--- src/hdl/dvfo_pkg.sv ---
// Shared types, codes and constants of the dual VFO tuning register.
// No dependencies; used by every module of the block.
package dvfo_pkg;

	// Frequency range and field widths
	localparam int unsigned FREQ_MAX  = 99999999;
	localparam int FREQ_W    = 27;
	localparam int STEP_W    = 24;
	localparam int SHIFT_W   = 28;
	localparam int WORK_W    = 29;
	localparam int CFG_IDX_W = 4;
	localparam int DIGITS    = 8;
	localparam int BCD_W     = 4 * DIGITS;

	// Binary to BCD conversion runs one bit a cycle
	localparam int CONV_STEPS = FREQ_W;
	localparam int CNT_W      = $clog2(CONV_STEPS);

	// Item modes
	localparam logic [1:0] MODE_TUNE     = 2'd0;
	localparam logic [1:0] MODE_LOAD     = 2'd1;
	localparam logic [1:0] MODE_FOCUS    = 2'd2;
	localparam logic [1:0] MODE_TRANSMIT = 2'd3;

	// Shift modes
	localparam logic [1:0] SHIFT_NONE  = 2'd0;
	localparam logic [1:0] SHIFT_PLUS  = 2'd1;
	localparam logic [1:0] SHIFT_MINUS = 2'd2;

	// Register indexes
	localparam logic [CFG_IDX_W-1:0] REG_STEP_A     = 4'd0;
	localparam logic [CFG_IDX_W-1:0] REG_STEP_B     = 4'd1;
	localparam logic [CFG_IDX_W-1:0] REG_LOW_A      = 4'd2;
	localparam logic [CFG_IDX_W-1:0] REG_LOW_B      = 4'd3;
	localparam logic [CFG_IDX_W-1:0] REG_HIGH_A     = 4'd4;
	localparam logic [CFG_IDX_W-1:0] REG_HIGH_B     = 4'd5;
	localparam logic [CFG_IDX_W-1:0] REG_OFFSET_A   = 4'd6;
	localparam logic [CFG_IDX_W-1:0] REG_OFFSET_B   = 4'd7;

	// Register reset values
	localparam logic [STEP_W-1:0] STEP_RESET = 24'd100;
	localparam logic [FREQ_W-1:0] LOW_RESET  = 27'd0;
	localparam logic [FREQ_W-1:0] HIGH_RESET = 27'd99999999;

	// Controller states
	typedef enum logic [9:0] {
		S_IDLE   = 10'b0000000001,
		S_UP     = 10'b0000000010,
		S_DOWN   = 10'b0000000100,
		S_HI     = 10'b0000001000,
		S_LO     = 10'b0000010000,
		S_MAX    = 10'b0000100000,
		S_COMMIT = 10'b0001000000,
		S_SHIFT  = 10'b0010000000,
		S_CONV   = 10'b0100000000,
		S_DONE   = 10'b1000000000
	} state_t;

	// Commands from controller to datapath
	typedef struct packed {
		logic capture;
		logic add_step;
		logic sub_step;
		logic clamp_hi;
		logic clamp_lo;
		logic clamp_max;
		logic commit;
		logic shift_load;
		logic conv_step;
		logic emit;
	} cmd_t;

	// Status from datapath to controller
	typedef struct packed {
		logic is_tune;
	} stat_t;

endpackage

--- src/hdl/dvfo_ctrl.sv ---
// Controller state machine of the dual VFO tuning register.
// Depends on dvfo_pkg; drives the datapath through cmd_t.
module dvfo_ctrl (
	input  logic            clk,
	input  logic            arst_n,
	input  logic            start,
	input  dvfo_pkg::stat_t stat,
	output dvfo_pkg::cmd_t  cmd,
	output logic            busy
);

	dvfo_pkg::state_t                 state_q, state_d;
	logic [dvfo_pkg::CNT_W-1:0]       cnt_q, cnt_d;

	// Hold state and conversion count
	always_ff @(posedge clk or negedge arst_n) begin
		if (!arst_n) begin
			state_q <= dvfo_pkg::S_IDLE;
			cnt_q   <= '0;
		end else begin
			state_q <= state_d;
			cnt_q   <= cnt_d;
		end
	end

	// Sequence the item through tune, commit, shift, conversion and output
	always_comb begin
		state_d = state_q;
		cnt_d   = cnt_q;
		cmd     = '0;
		unique case (state_q)
			dvfo_pkg::S_IDLE: begin
				cmd.capture = start;
				if (start) state_d = dvfo_pkg::S_UP;
			end
			dvfo_pkg::S_UP: begin
				if (stat.is_tune) begin
					cmd.add_step = 1'b1;
					state_d      = dvfo_pkg::S_DOWN;
				end else begin
					state_d = dvfo_pkg::S_COMMIT;
				end
			end
			dvfo_pkg::S_DOWN: begin
				cmd.sub_step = 1'b1;
				state_d      = dvfo_pkg::S_HI;
			end
			dvfo_pkg::S_HI: begin
				cmd.clamp_hi = 1'b1;
				state_d      = dvfo_pkg::S_LO;
			end
			dvfo_pkg::S_LO: begin
				cmd.clamp_lo = 1'b1;
				state_d      = dvfo_pkg::S_MAX;
			end
			dvfo_pkg::S_MAX: begin
				cmd.clamp_max = 1'b1;
				state_d       = dvfo_pkg::S_COMMIT;
			end
			dvfo_pkg::S_COMMIT: begin
				cmd.commit = 1'b1;
				state_d    = dvfo_pkg::S_SHIFT;
			end
			dvfo_pkg::S_SHIFT: begin
				cmd.shift_load = 1'b1;
				cnt_d          = '0;
				state_d        = dvfo_pkg::S_CONV;
			end
			dvfo_pkg::S_CONV: begin
				cmd.conv_step = 1'b1;
				cnt_d         = cnt_q + 1'b1;
				if (cnt_q == dvfo_pkg::CNT_W'(dvfo_pkg::CONV_STEPS - 1))
					state_d = dvfo_pkg::S_DONE;
			end
			dvfo_pkg::S_DONE: begin
				cmd.emit = 1'b1;
				state_d  = dvfo_pkg::S_IDLE;
			end
			default: begin
				state_d = dvfo_pkg::S_IDLE;
			end
		endcase
	end

	assign busy = (state_q != dvfo_pkg::S_IDLE);

endmodule

--- src/hdl/dvfo_datapath.sv ---
// Datapath of the dual VFO tuning register: registers, stores, tuning
// arithmetic, shift and binary to BCD conversion. Depends on dvfo_pkg.
module dvfo_datapath (
	input  logic                                 clk,
	input  logic                                 arst_n,
	input  dvfo_pkg::cmd_t                       cmd,
	output dvfo_pkg::stat_t                      stat,
	// item fields
	input  logic [1:0]                           mode,
	input  logic                                 vfo_index,
	input  logic                                 turn_up,
	input  logic                                 turn_down,
	input  logic [dvfo_pkg::FREQ_W-1:0]          load_freq,
	input  logic [1:0]                           offset_select,
	input  logic                                 transmit_on,
	// register writes
	input  logic                                 cfg_write,
	input  logic [dvfo_pkg::CFG_IDX_W-1:0]       cfg_index,
	input  logic [dvfo_pkg::FREQ_W-1:0]          cfg_data,
	// results
	output logic                                 result_valid,
	output logic                                 reported_vfo,
	output logic [dvfo_pkg::FREQ_W-1:0]          dial_freq,
	output logic signed [dvfo_pkg::SHIFT_W-1:0]  shifted_freq,
	output logic                                 freq_changed,
	output logic                                 transmit_changed,
	output logic [6:0]                           digit_millions,
	output logic [3:0]                           digit_hundred_k,
	output logic [3:0]                           digit_ten_k,
	output logic [3:0]                           digit_thousands,
	output logic [3:0]                           digit_hundreds,
	output logic [3:0]                           digit_tens,
	output logic [3:0]                           digit_ones
);

	localparam int FW = dvfo_pkg::FREQ_W;
	localparam int SW = dvfo_pkg::STEP_W;
	localparam int WW = dvfo_pkg::WORK_W;
	localparam int HW = dvfo_pkg::SHIFT_W;
	localparam int BW = dvfo_pkg::BCD_W;

	// Configuration registers
	logic [SW-1:0] step_q   [2];
	logic [FW-1:0] low_q    [2];
	logic [FW-1:0] high_q   [2];
	logic [SW-1:0] offset_q [2];

	// Model state
	logic [FW-1:0] dial_q  [2];
	logic [FW-1:0] last_q  [2];
	logic [1:0]    omode_q [2];
	logic          focus_q;
	logic          tx_q;

	// Captured item
	logic [1:0]    mode_q;
	logic          vsel_q;
	logic          up_q;
	logic          down_q;
	logic [FW-1:0] lf_q;
	logic [1:0]    osel_q;
	logic          txon_q;

	// Working values
	logic signed [WW-1:0] x_q;
	logic                 rep_q;
	logic                 fchg_q;
	logic                 tchg_q;
	logic signed [HW-1:0] sh_q;
	logic [FW-1:0]        bin_q;
	logic [BW-1:0]        bcd_q;
	logic [FW-1:0]        dout_q;

	// Output registers
	logic                 valid_q;
	logic                 rep_out_q;
	logic [FW-1:0]        dial_out_q;
	logic signed [HW-1:0] sh_out_q;
	logic                 fchg_out_q;
	logic                 tchg_out_q;
	logic [6:0]           mil_q;
	logic [3:0]           dig_q [6];

	logic signed [WW-1:0] dial_focus;
	logic signed [WW-1:0] step_focus;
	logic signed [WW-1:0] high_focus;
	logic signed [WW-1:0] low_focus;
	logic [FW-1:0]        tuned;
	logic [FW-1:0]        loaded;
	logic signed [HW-1:0] dial_rep;
	logic signed [HW-1:0] off_rep;
	logic [BW-1:0]        bcd_adj;

	assign stat.is_tune = (mode_q == dvfo_pkg::MODE_TUNE);

	assign dial_focus = $signed({2'b00, dial_q[focus_q]});
	assign step_focus = $signed({{(WW-SW){1'b0}}, step_q[focus_q]});
	assign high_focus = $signed({2'b00, high_q[focus_q]});
	assign low_focus  = $signed({2'b00, low_q[focus_q]});
	assign tuned      = x_q[FW-1:0];
	assign loaded     = (lf_q > FW'(dvfo_pkg::FREQ_MAX)) ? FW'(dvfo_pkg::FREQ_MAX) : lf_q;
	assign dial_rep   = $signed({1'b0, dial_q[rep_q]});
	assign off_rep    = $signed({{(HW-SW){1'b0}}, offset_q[rep_q]});

	// Add three to every digit of five or more before the shift
	always_comb begin
		for (int d = 0; d < dvfo_pkg::DIGITS; d++) begin
			if (bcd_q[4*d +: 4] >= 4'd5) bcd_adj[4*d +: 4] = bcd_q[4*d +: 4] + 4'd3;
			else bcd_adj[4*d +: 4] = bcd_q[4*d +: 4];
		end
	end

	// Write configuration registers while idle
	always_ff @(posedge clk or negedge arst_n) begin
		if (!arst_n) begin
			step_q[0]   <= dvfo_pkg::STEP_RESET;
			step_q[1]   <= dvfo_pkg::STEP_RESET;
			low_q[0]    <= dvfo_pkg::LOW_RESET;
			low_q[1]    <= dvfo_pkg::LOW_RESET;
			high_q[0]   <= dvfo_pkg::HIGH_RESET;
			high_q[1]   <= dvfo_pkg::HIGH_RESET;
			offset_q[0] <= '0;
			offset_q[1] <= '0;
		end else if (cfg_write) begin
			unique case (cfg_index)
				dvfo_pkg::REG_STEP_A:   step_q[0]   <= cfg_data[SW-1:0];
				dvfo_pkg::REG_STEP_B:   step_q[1]   <= cfg_data[SW-1:0];
				dvfo_pkg::REG_LOW_A:    low_q[0]    <= cfg_data;
				dvfo_pkg::REG_LOW_B:    low_q[1]    <= cfg_data;
				dvfo_pkg::REG_HIGH_A:   high_q[0]   <= cfg_data;
				dvfo_pkg::REG_HIGH_B:   high_q[1]   <= cfg_data;
				dvfo_pkg::REG_OFFSET_A: offset_q[0] <= cfg_data[SW-1:0];
				dvfo_pkg::REG_OFFSET_B: offset_q[1] <= cfg_data[SW-1:0];
				default: ;
			endcase
		end
	end

	// Update the stores when an item commits
	always_ff @(posedge clk or negedge arst_n) begin
		if (!arst_n) begin
			dial_q[0]  <= '0;
			dial_q[1]  <= '0;
			last_q[0]  <= '0;
			last_q[1]  <= '0;
			omode_q[0] <= dvfo_pkg::SHIFT_NONE;
			omode_q[1] <= dvfo_pkg::SHIFT_NONE;
			focus_q    <= 1'b0;
			tx_q       <= 1'b0;
		end else if (cmd.commit) begin
			unique case (mode_q)
				dvfo_pkg::MODE_TUNE: begin
					dial_q[focus_q] <= tuned;
					last_q[focus_q] <= tuned;
				end
				dvfo_pkg::MODE_LOAD: begin
					dial_q[vsel_q]  <= loaded;
					last_q[vsel_q]  <= loaded;
					omode_q[vsel_q] <= osel_q;
				end
				dvfo_pkg::MODE_FOCUS: begin
					focus_q <= vsel_q;
				end
				dvfo_pkg::MODE_TRANSMIT: begin
					tx_q <= txon_q;
				end
				default: ;
			endcase
		end
	end

	// Capture the item, tune, clamp and convert
	always_ff @(posedge clk) begin
		if (cmd.capture) begin
			mode_q <= mode;
			vsel_q <= vfo_index;
			up_q   <= turn_up;
			down_q <= turn_down;
			lf_q   <= load_freq;
			osel_q <= offset_select;
			txon_q <= transmit_on;
		end
		if (cmd.add_step)
			x_q <= up_q ? dial_focus + step_focus : dial_focus;
		if (cmd.sub_step && down_q)
			x_q <= x_q - step_focus;
		if (cmd.clamp_hi && (x_q > high_focus))
			x_q <= high_focus;
		if (cmd.clamp_lo && (x_q < low_focus))
			x_q <= low_focus;
		if (cmd.clamp_max && (x_q > $signed(WW'(dvfo_pkg::FREQ_MAX))))
			x_q <= $signed(WW'(dvfo_pkg::FREQ_MAX));
		if (cmd.commit) begin
			unique case (mode_q)
				dvfo_pkg::MODE_TUNE: begin
					rep_q  <= focus_q;
					fchg_q <= (tuned != last_q[focus_q]);
					tchg_q <= 1'b0;
				end
				dvfo_pkg::MODE_LOAD: begin
					rep_q  <= vsel_q;
					fchg_q <= 1'b0;
					tchg_q <= 1'b0;
				end
				dvfo_pkg::MODE_FOCUS: begin
					rep_q  <= vsel_q;
					fchg_q <= 1'b0;
					tchg_q <= 1'b0;
				end
				dvfo_pkg::MODE_TRANSMIT: begin
					rep_q  <= focus_q;
					fchg_q <= 1'b0;
					tchg_q <= (txon_q != tx_q);
				end
				default: ;
			endcase
		end
		// Apply the shift and load the converter
		if (cmd.shift_load) begin
			case (omode_q[rep_q])
				dvfo_pkg::SHIFT_PLUS:  sh_q <= dial_rep + off_rep;
				dvfo_pkg::SHIFT_MINUS: sh_q <= dial_rep - off_rep;
				default:               sh_q <= dial_rep;
			endcase
			dout_q <= dial_q[rep_q];
			bin_q  <= dial_q[rep_q];
			bcd_q  <= '0;
		end
		// Shift one bit into the BCD digits
		if (cmd.conv_step) begin
			bcd_q <= {bcd_adj[BW-2:0], bin_q[FW-1]};
			bin_q <= {bin_q[FW-2:0], 1'b0};
		end
	end

	// Register the result fields
	always_ff @(posedge clk) begin
		if (cmd.emit) begin
			rep_out_q  <= rep_q;
			dial_out_q <= dout_q;
			sh_out_q   <= sh_q;
			fchg_out_q <= fchg_q;
			tchg_out_q <= tchg_q;
			mil_q      <= 7'(bcd_q[31:28]) * 7'd10 + 7'(bcd_q[27:24]);
			for (int d = 0; d < 6; d++) dig_q[d] <= bcd_q[4*d +: 4];
		end
	end

	// Strobe the result for one cycle
	always_ff @(posedge clk or negedge arst_n) begin
		if (!arst_n) valid_q <= 1'b0;
		else valid_q <= cmd.emit;
	end

	assign result_valid     = valid_q;
	assign reported_vfo     = rep_out_q;
	assign dial_freq        = dial_out_q;
	assign shifted_freq     = sh_out_q;
	assign freq_changed     = fchg_out_q;
	assign transmit_changed = tchg_out_q;
	assign digit_millions   = mil_q;
	assign digit_hundred_k  = dig_q[5];
	assign digit_ten_k      = dig_q[4];
	assign digit_thousands  = dig_q[3];
	assign digit_hundreds   = dig_q[2];
	assign digit_tens       = dig_q[1];
	assign digit_ones       = dig_q[0];

endmodule

--- src/hdl/dual_vfo_tuning_register.sv ---
// Dual VFO tuning register: one item is taken when start is high and busy is
// low, and exactly one result follows, shown for a single cycle with
// result_valid high; the receiver cannot stall it, so it must take the result
// in that cycle. A tune item passes through the add, subtract and clamp
// sequence, one step a cycle, before it commits; any other item goes straight
// to commit. Every item then passes the shift and the bit-serial binary to BCD
// converter, one bit a cycle, before the strobe. busy falls in the strobe
// cycle, so the next item may be accepted at the edge that ends it. Register
// writes are taken only while busy is low.
// Top level; depends on dvfo_pkg, dvfo_ctrl and dvfo_datapath.
module dual_vfo_tuning_register (
	input  logic                                 clk,
	input  logic                                 arst_n,
	// item channel
	input  logic                                 start,
	output logic                                 busy,
	input  logic [1:0]                           mode,
	input  logic                                 vfo_index,
	input  logic                                 turn_up,
	input  logic                                 turn_down,
	input  logic [dvfo_pkg::FREQ_W-1:0]          load_freq,
	input  logic [1:0]                           offset_select,
	input  logic                                 transmit_on,
	// register write channel
	input  logic                                 cfg_valid,
	output logic                                 cfg_ready,
	input  logic [dvfo_pkg::CFG_IDX_W-1:0]       cfg_index,
	input  logic [dvfo_pkg::FREQ_W-1:0]          cfg_data,
	// result channel
	output logic                                 result_valid,
	output logic                                 reported_vfo,
	output logic [dvfo_pkg::FREQ_W-1:0]          dial_freq,
	output logic signed [dvfo_pkg::SHIFT_W-1:0]  shifted_freq,
	output logic                                 freq_changed,
	output logic                                 transmit_changed,
	output logic [6:0]                           digit_millions,
	output logic [3:0]                           digit_hundred_k,
	output logic [3:0]                           digit_ten_k,
	output logic [3:0]                           digit_thousands,
	output logic [3:0]                           digit_hundreds,
	output logic [3:0]                           digit_tens,
	output logic [3:0]                           digit_ones
);

	dvfo_pkg::cmd_t  cmd;
	dvfo_pkg::stat_t stat;

	// Take register writes only between items
	assign cfg_ready = ~busy;

	dvfo_ctrl u_ctrl (
		.clk    (clk),
		.arst_n (arst_n),
		.start  (start),
		.stat   (stat),
		.cmd    (cmd),
		.busy   (busy)
	);

	dvfo_datapath u_dp (
		.clk              (clk),
		.arst_n           (arst_n),
		.cmd              (cmd),
		.stat             (stat),
		.mode             (mode),
		.vfo_index        (vfo_index),
		.turn_up          (turn_up),
		.turn_down        (turn_down),
		.load_freq        (load_freq),
		.offset_select    (offset_select),
		.transmit_on      (transmit_on),
		.cfg_write        (cfg_valid & cfg_ready),
		.cfg_index        (cfg_index),
		.cfg_data         (cfg_data),
		.result_valid     (result_valid),
		.reported_vfo     (reported_vfo),
		.dial_freq        (dial_freq),
		.shifted_freq     (shifted_freq),
		.freq_changed     (freq_changed),
		.transmit_changed (transmit_changed),
		.digit_millions   (digit_millions),
		.digit_hundred_k  (digit_hundred_k),
		.digit_ten_k      (digit_ten_k),
		.digit_thousands  (digit_thousands),
		.digit_hundreds   (digit_hundreds),
		.digit_tens       (digit_tens),
		.digit_ones       (digit_ones)
	);

endmodule

--- config.mk ---
export PLATFORM = sky130hd
export DESIGN_NAME = dual_vfo_tuning_register
export DESIGN_NICKNAME = d
export VERILOG_FILES = /design/src/hdl/dvfo_pkg.sv /design/src/hdl/dvfo_ctrl.sv /design/src/hdl/dvfo_datapath.sv /design/src/hdl/dual_vfo_tuning_register.sv
export SDC_FILE = /design/constraint.sdc
export NUM_CORES = 1
export LEC_CHECK = 0
export ABC_CLOCK_PERIOD_IN_PS = 16800
export BUFFER_PORTS_ARGS = -buffer_cell sky130_fd_sc_hd__clkbuf_2
export CAP_MARGIN = 20
export CORE_MARGIN = 10
export CORE_UTILIZATION = 35
export DETAILED_ROUTE_END_ITERATION = 6
export HOLD_SLACK_MARGIN = 0.1
export PLACE_DENSITY = 0.54
export SYNTH_ARGS = -nofsm -noshare
export SYNTH_HDL_FRONTEND = slang
export SYNTH_HIERARCHICAL = 1
export SYNTH_SLANG_ARGS = --single-unit
--- constraint.sdc ---
create_clock -name clk -period 16.8 [get_ports clk]
set_clock_uncertainty 0.2 [all_clocks]
set_input_delay 0.84 -clock clk [delete_from_list [all_inputs] [get_ports clk]]
set_output_delay 0.84 -clock clk [all_outputs]
set_load 0.01 [all_outputs]
=== Yosys cells after proc, flatten, opt, wreduce, memory -nomap -nowiden ===
Memory sizes are Yosys's and may differ from the RTL's.
Cells that the tools add are included.

* Register bits after elaboration: 580
* Memory bits (writable): 24
* Input port bits: 70
* Output and inout bits: 92
* Logic and storage cells: 216
* Memories kept: 1

* Add/subtract/negate cells: 14
* Multiply operators: 1
* Magnitude comparators: 17
* Equal/unequal tests: 28
* Muxes and demuxes: 77
* Bitwise gates (word level): 5
* Reductions and logical operators: 31

{| class="wikitable"
|+ Memory list
! memory !! depth !! width !! rd ports !! clocked after memory_dff !! wr ports !! line !! RTL
|-
| u_dp.dig_q || 6 || 4 || 6 || 0 || 6 || dvfo_datapath.sv:82 || <nowiki>logic [3:0] dig_q [6];</nowiki>
|}

{| class="wikitable"
|+ Operator list
! operator !! count
|-
| 27-bit two-way mux || 22
|-
| 54-bit bitwise mux || 4
|-
| 54-bit case mux with 2 select lines || 2
|-
| 24-bit two-way mux || 6
|-
| 10-bit case mux with 9 select lines || 1
|-
| 29-bit two-way mux || 3
|-
| 32-bit two-way mux || 2
|-
| 27-bit by 24-bit adder with 28-bit output || 2
|-
| 28-bit case mux with 2 select lines || 1
|-
| 27-bit demux with 1-bit select || 2
|-
| 4-bit by 3-bit greater-or-equal comparator with 1-bit output, second input constant || 8
|-
| 29-bit by 28-bit greater-than comparator with 1-bit output || 1
|-
| 29-bit by 28-bit greater-than comparator with 1-bit output, second input constant || 1
|-
| 29-bit by 28-bit less-than comparator with 1-bit output || 1
|-
| 29-bit by 25-bit subtractor with 29-bit output || 1
|-
| 4-bit by 2-bit adder with 4-bit output, second input constant || 7
|-
| 4-bit two-way mux || 7
|-
| 27-bit by 24-bit subtractor with 28-bit output || 1
|-
| 27-bit greater-than comparator, second input constant || 1
|-
| 27-bit != test || 1
|-
| 2-bit AND reduction || 13
|-
| 10-bit two-way mux || 2
|-
| 4-bit by 3-bit == test with 1-bit output, second input constant || 4
|-
| 1-bit two-way mux || 13
|-
| other kinds (42) || 67
|}

=== Depth between registers and ports, before layout ===
* Depth in word-level cells: 10
* Gate-level depth with buffers: 22
* Gate-level depth less buffers: 17

=== Modules after synthesis ===
The synthesis kept the hierarchy.

{| class="wikitable"
|+ By module, submodules not included
! module !! times used !! cells each !! area an instance (um^2) !! seq. area each (um^2)
|-
| dvfo_datapath || 1 || 2560 || 29308.1 || 14493.9
|-
| dvfo_ctrl || 1 || 89 || 907.1 || 376.6
|-
| dual_vfo_tuning_register || 1 || 2 || 10.0 || 0.0
|}

=== Least setup slack after synthesis ===
Ideal clock, no wire load.

* Path type: register to register
* From: register u_ctrl.state_q[1]
* To: register u_dp.bcd_q[0] (enable)
* Setup time: 390 ps
* Arrival time: 6197 ps
* Data required time: 16210 ps
* Path slack: 10013 ps
* Cell stages (with the launch flop): 5
* Buffers on the path: 0
* Clock period less this slack: 6787 ps
* Cells stage by stage: dfrtp_1 nor4_4 nand3b_4 nor3_1 or2_2

{| class="wikitable"
|+ RTL lines
! what !! line !! RTL
|-
| start: declaration || dvfo_ctrl.sv:12 || <nowiki>dvfo_pkg::state_t state_q, state_d;</nowiki>
|-
| start signal: assignment || dvfo_ctrl.sv:18 || <nowiki>state_q <= dvfo_pkg::S_IDLE;</nowiki>
|-
| start signal: assignment || dvfo_ctrl.sv:21 || <nowiki>state_q <= state_d;</nowiki>
|-
| end signal: assignment || dvfo_datapath.sv:231 || <nowiki>bcd_q <= {bcd_adj[BW-2:0], bin_q[FW-1]};</nowiki>
|-
| end: declaration || dvfo_datapath.sv:71 || <nowiki>logic [BW-1:0] bcd_q;</nowiki>
|}

=== Worst setup path after layout ===
* From: register u_dp.rep_q
* To: register u_dp.sh_q[25], data pin

* Cells in the longest elaborated chain, start to end: 6
* Elaborated cells between the ends (all ways): 15
* Classes of those cells: add/sub: 2; eq/ne: 2; mux: 10; bitwise: 1

{| class="wikitable"
|+ RTL lines
! what !! line !! RTL
|-
| start: declaration || dvfo_datapath.sv:66 || <nowiki>logic rep_q;</nowiki>
|-
| start signal: assignment || dvfo_datapath.sv:196 || <nowiki>rep_q <= focus_q;</nowiki>
|-
| start signal: assignment || dvfo_datapath.sv:201 || <nowiki>rep_q <= vsel_q;</nowiki>
|-
| start signal: assignment || dvfo_datapath.sv:206 || <nowiki>rep_q <= vsel_q;</nowiki>
|-
| 1-bit NOT with 2-bit output (not written as such) * || dvfo_datapath.sv:102, dvfo_datapath.sv:103, dvfo_datapath.sv:220 ||
|-
| 27-bit two-way mux (not written as such) (tied with other cells) (3 in series) || dvfo_datapath.sv:102 || <nowiki>assign dial_rep = $signed({1'b0, dial_q[rep_q]});</nowiki>
|-
| 27-bit by 24-bit subtractor with 28-bit output (tied with other cells) || dvfo_datapath.sv:222 || <nowiki>dvfo_pkg::SHIFT_MINUS: sh_q <= dial_rep - off_rep;</nowiki>
|-
| 28-bit case mux with 2 select lines * || dvfo_datapath.sv:220 || <nowiki>case (omode_q[rep_q])</nowiki>
|-
| end signal: assignment || dvfo_datapath.sv:221 || <nowiki>dvfo_pkg::SHIFT_PLUS: sh_q <= dial_rep + off_rep;</nowiki>
|-
| end signal: assignment || dvfo_datapath.sv:222 ||
|-
| end signal: assignment || dvfo_datapath.sv:223 || <nowiki>default: sh_q <= dial_rep;</nowiki>
|-
| end: declaration || dvfo_datapath.sv:69 || <nowiki>logic signed [HW-1:0] sh_q;</nowiki>
|}

Mark *: on every way between the ends. The rest lies on a longest branch, timed or not. The select of a mux whose other input is x is not followed.
A chain may end at the register's enable or synchronous reset.

==> metrics.csv <==
metric,value,unit
status,completed,
endpoint,u_dp/sh_q[25]$_DFFE_PP_,
hpwlAfterDp,67800,um
hold_viol_final,0,
yosysTopAreaCell,edfxtp_1,
globalplace.congestion,0.961,
synth-seq-cells,550,
synthDistinctLibCells,97,
async_reset_ff_share,50.9,%
multi_input_area,14600,um2
htreeDepth,2,
die_h,314,um
track_usage,18.0,%
wl,91300,um
final-setup-viol-count,0,
hold_path_depth,1,
cts_setup_buffers,0,
rsz0062_at_grt,no,
num_io_pins,162,
path_class,reg -> reg,
critical_path.max_fanout,52,
reg2reg_to,u_dp/sh_q[25]$_DFFE_PP_,
fin_cells,3993,
numCtsBuffers,61,
ys_seq_area_share,49.2,%
cts_sinks,550,
final_cell_mix,"mux2_2, edfxtp_1, dfrtp_1",
placed_cells,3874,
final_antenna_net_count,0,
wire_per_inst,22.9,um
timing.rr.start,u_dp/rep_q$_DFFE_PP_,
mostFrequentLayoutCell,mux2_2,
dr.first_iter.drc_count,1563,
crit_arrival,5.69,ns
core_area,85400,um2
crit_required,16.99,ns
crit_path_start_kind,register,
yosys-top-cells-area,"edfxtp_1, dfrtp_1, mux2_2",
power_density,175,nW/um2
cts_buffer_depth,3,
ir_drop,99.2,uV
num_vias,21700,
first_pass_iters,7,
clk_pin_slew,0.06,ns
relSlewSlack,27.9,%
cts_tree,yes,
rows,107,
hp-class,in -> reg,
synth_area,30200,um2
drc_errors,0,
regArea,14900,um2
drv_slew,0,
crit_start,u_dp/rep_q$_DFFE_PP_,
grt_pass1_wl,137000,um
antenna_found_initial,5,
area_growth,14.2,%
ff2ff_path_depth,18,
timing.reg2reg.setup_slack,11.30,ns
insertion_delay,0.66,ns
cts_root_buf,clkbuf_16,
hold_ws,0.162,ns
post-route-period-util,32.7,%
max_freq,182,MHz
dieArea,98500,um2
synth_edf_count,240,
p_total,6040,uW
vias_per_cell,5.44,
netlist.area_leader.share,23.8,%
synth_fp_nets,2885,
die_x,314,um
fin_setup_tns,0,ns
grt_max_degree,87,
n_fill_cell,8228,
synthCells,2651,
cts_resized,0,
start_util,35.4,%
grt_overflow_total,0,
drive_gt1_share,22.6,%
cap_violations,0,
cellLeakagePower,0.0142,uW
grt_pass1_vias,21800,
nets,3028,
yosysWarnings,6,
synth_area_per_cell,11.4,um2
worst_pin_slew,1.08,ns
period_needed,5.50,ns
ys.flop_type,edfxtp_1,
end_kind,register,
numPortBuffers,161,
[stage by stage]
stage	setup slack, ns	instance area [um2]	utilization, %
2_1_floorplan	10.01	30200	-
3_3_place_gp	11.38	32300	37.8
3_5_place_dp	11.29	32300	37.8
4_1_cts	11.29	34500	40.4
5_1_grt	10.87	34500	40.4
6_report	11.30	34500	40.4
[how the worst min path moves through the flow]
stage	from	end	slack, ns
after global routing	load_freq[4]	u_dp/lf_q[4]$_DFFE_PP_	0.13
after detailed placement	u_dp/dout_q[12]$_DFFE_PP_	u_dp/dial_freq[12]$_DFFE_PP_	0.20
final	load_freq[10]	u_dp/lf_q[10]$_DFFE_PP_	0.16
after floorplan	u_dp/dout_q[0]$_DFFE_PP_	u_dp/dial_freq[0]$_DFFE_PP_	0.20
after global placement	u_dp/dout_q[1]$_DFFE_PP_	u_dp/dial_freq[1]$_DFFE_PP_	0.20
after CTS	load_freq[4]	u_dp/lf_q[4]$_DFFE_PP_	0.12
[power by group]
| group | internal, uW | switching, uW |
|---|---|---|
| sequential | 1770 | 320 |
| combinational | 1060 | 1460 |
| clock | 850 | 573 |
[state kept, by name, summed over array words and instances (netlist names), 28 cells and up]
register and cells:
u_dp/offset_q 48, u_dp/dial_q 54, u_dp/high_q 54, u_dp/shifted_freq 28
u_dp/x_q 29, u_dp/step_q 48, u_dp/low_q 54, u_dp/sh_q 28
u_dp/bcd_q 32
[routing by layer]
metal,track usage [%],up-vias,share of wire [%]
met5,0,-,0.024
met4,5.00,4,2.6
met3,3.46,137,6.1
met2,28.1,658,45
met1,25.1,10800,46
li1,-,10100,-
[synth_stat cells, drive strengths merged (26+ instances only)]
cell type  instances
nor2             127
and2              30
mux2             254
dfstp             45
xor2              68
nand2b            44
a21o              34
a2bb2oi           30
edfxtp           240
a211oi            30
dfxtp             30
xnor2             64
nand2            212
inv               88
o21ai            175
nand3             35
ha               159
buf               34
clkbuf            85
mux2i            120
a22o              27
nor3              26
dfrtp            235
a21oi            119
[cells by family (layout without fill, tap and decap cells)]
kind of cell / after synthesis / in the layout / share of synthesized area (%)
other: 0 / 2 / 0
AOI/OAI and AO/OA: 610 / 610 / 13.7
and+or+nand+nor: 613 / 613 / 10.2
xor gates and xnor gates: 132 / 132 / 3.82
buffers and inverters: 208 / 404 / 2.72
DFF: 550 / 550 / 49.2
adders and majority gates: 164 / 164 / 6.91
muxes: 374 / 374 / 13.5
[final cells by class]
class                           instances  share of cell area (%)
Antenna cell                            2                  0.0145
Clock buffer                           78                    4.99
Clock inverter                         38                    1.34
Inverter                               89                   0.968
Multi-Input combinational cell       1893                    42.3
Sequential cell                       550                    43.1
Tap cell                             1144                    4.15
Timing Repair Buffer                  199                    3.20
[critical path, cell delays in order (launching register included)]
cell	delay (ns)
edfxtp_1	0.32
buf_4	0.38
buf_4	0.56
mux2i_1	0.34
ha_1	0.25
nand4_1	0.15
nor4_1	0.67
a31oi_1	0.19
xor2_1	0.18
ha_1	0.38
o21ai_0	0.11
nand2b_1	0.12
nor2b_1	0.14
a32o_1	0.17
a21o_1	0.18
a311oi_1	0.15
o41ai_1	0.45
xnor2_1	0.16
o21ai_0	0.08
[what timing repair did]
item / CTS / global route
endpoints found under the setup margin: 0 / 0
hold buffers: 1 / 0
endpoints found under the hold margin: 56 / 0
No activity file was read; power rests on OpenSTA's default activity.
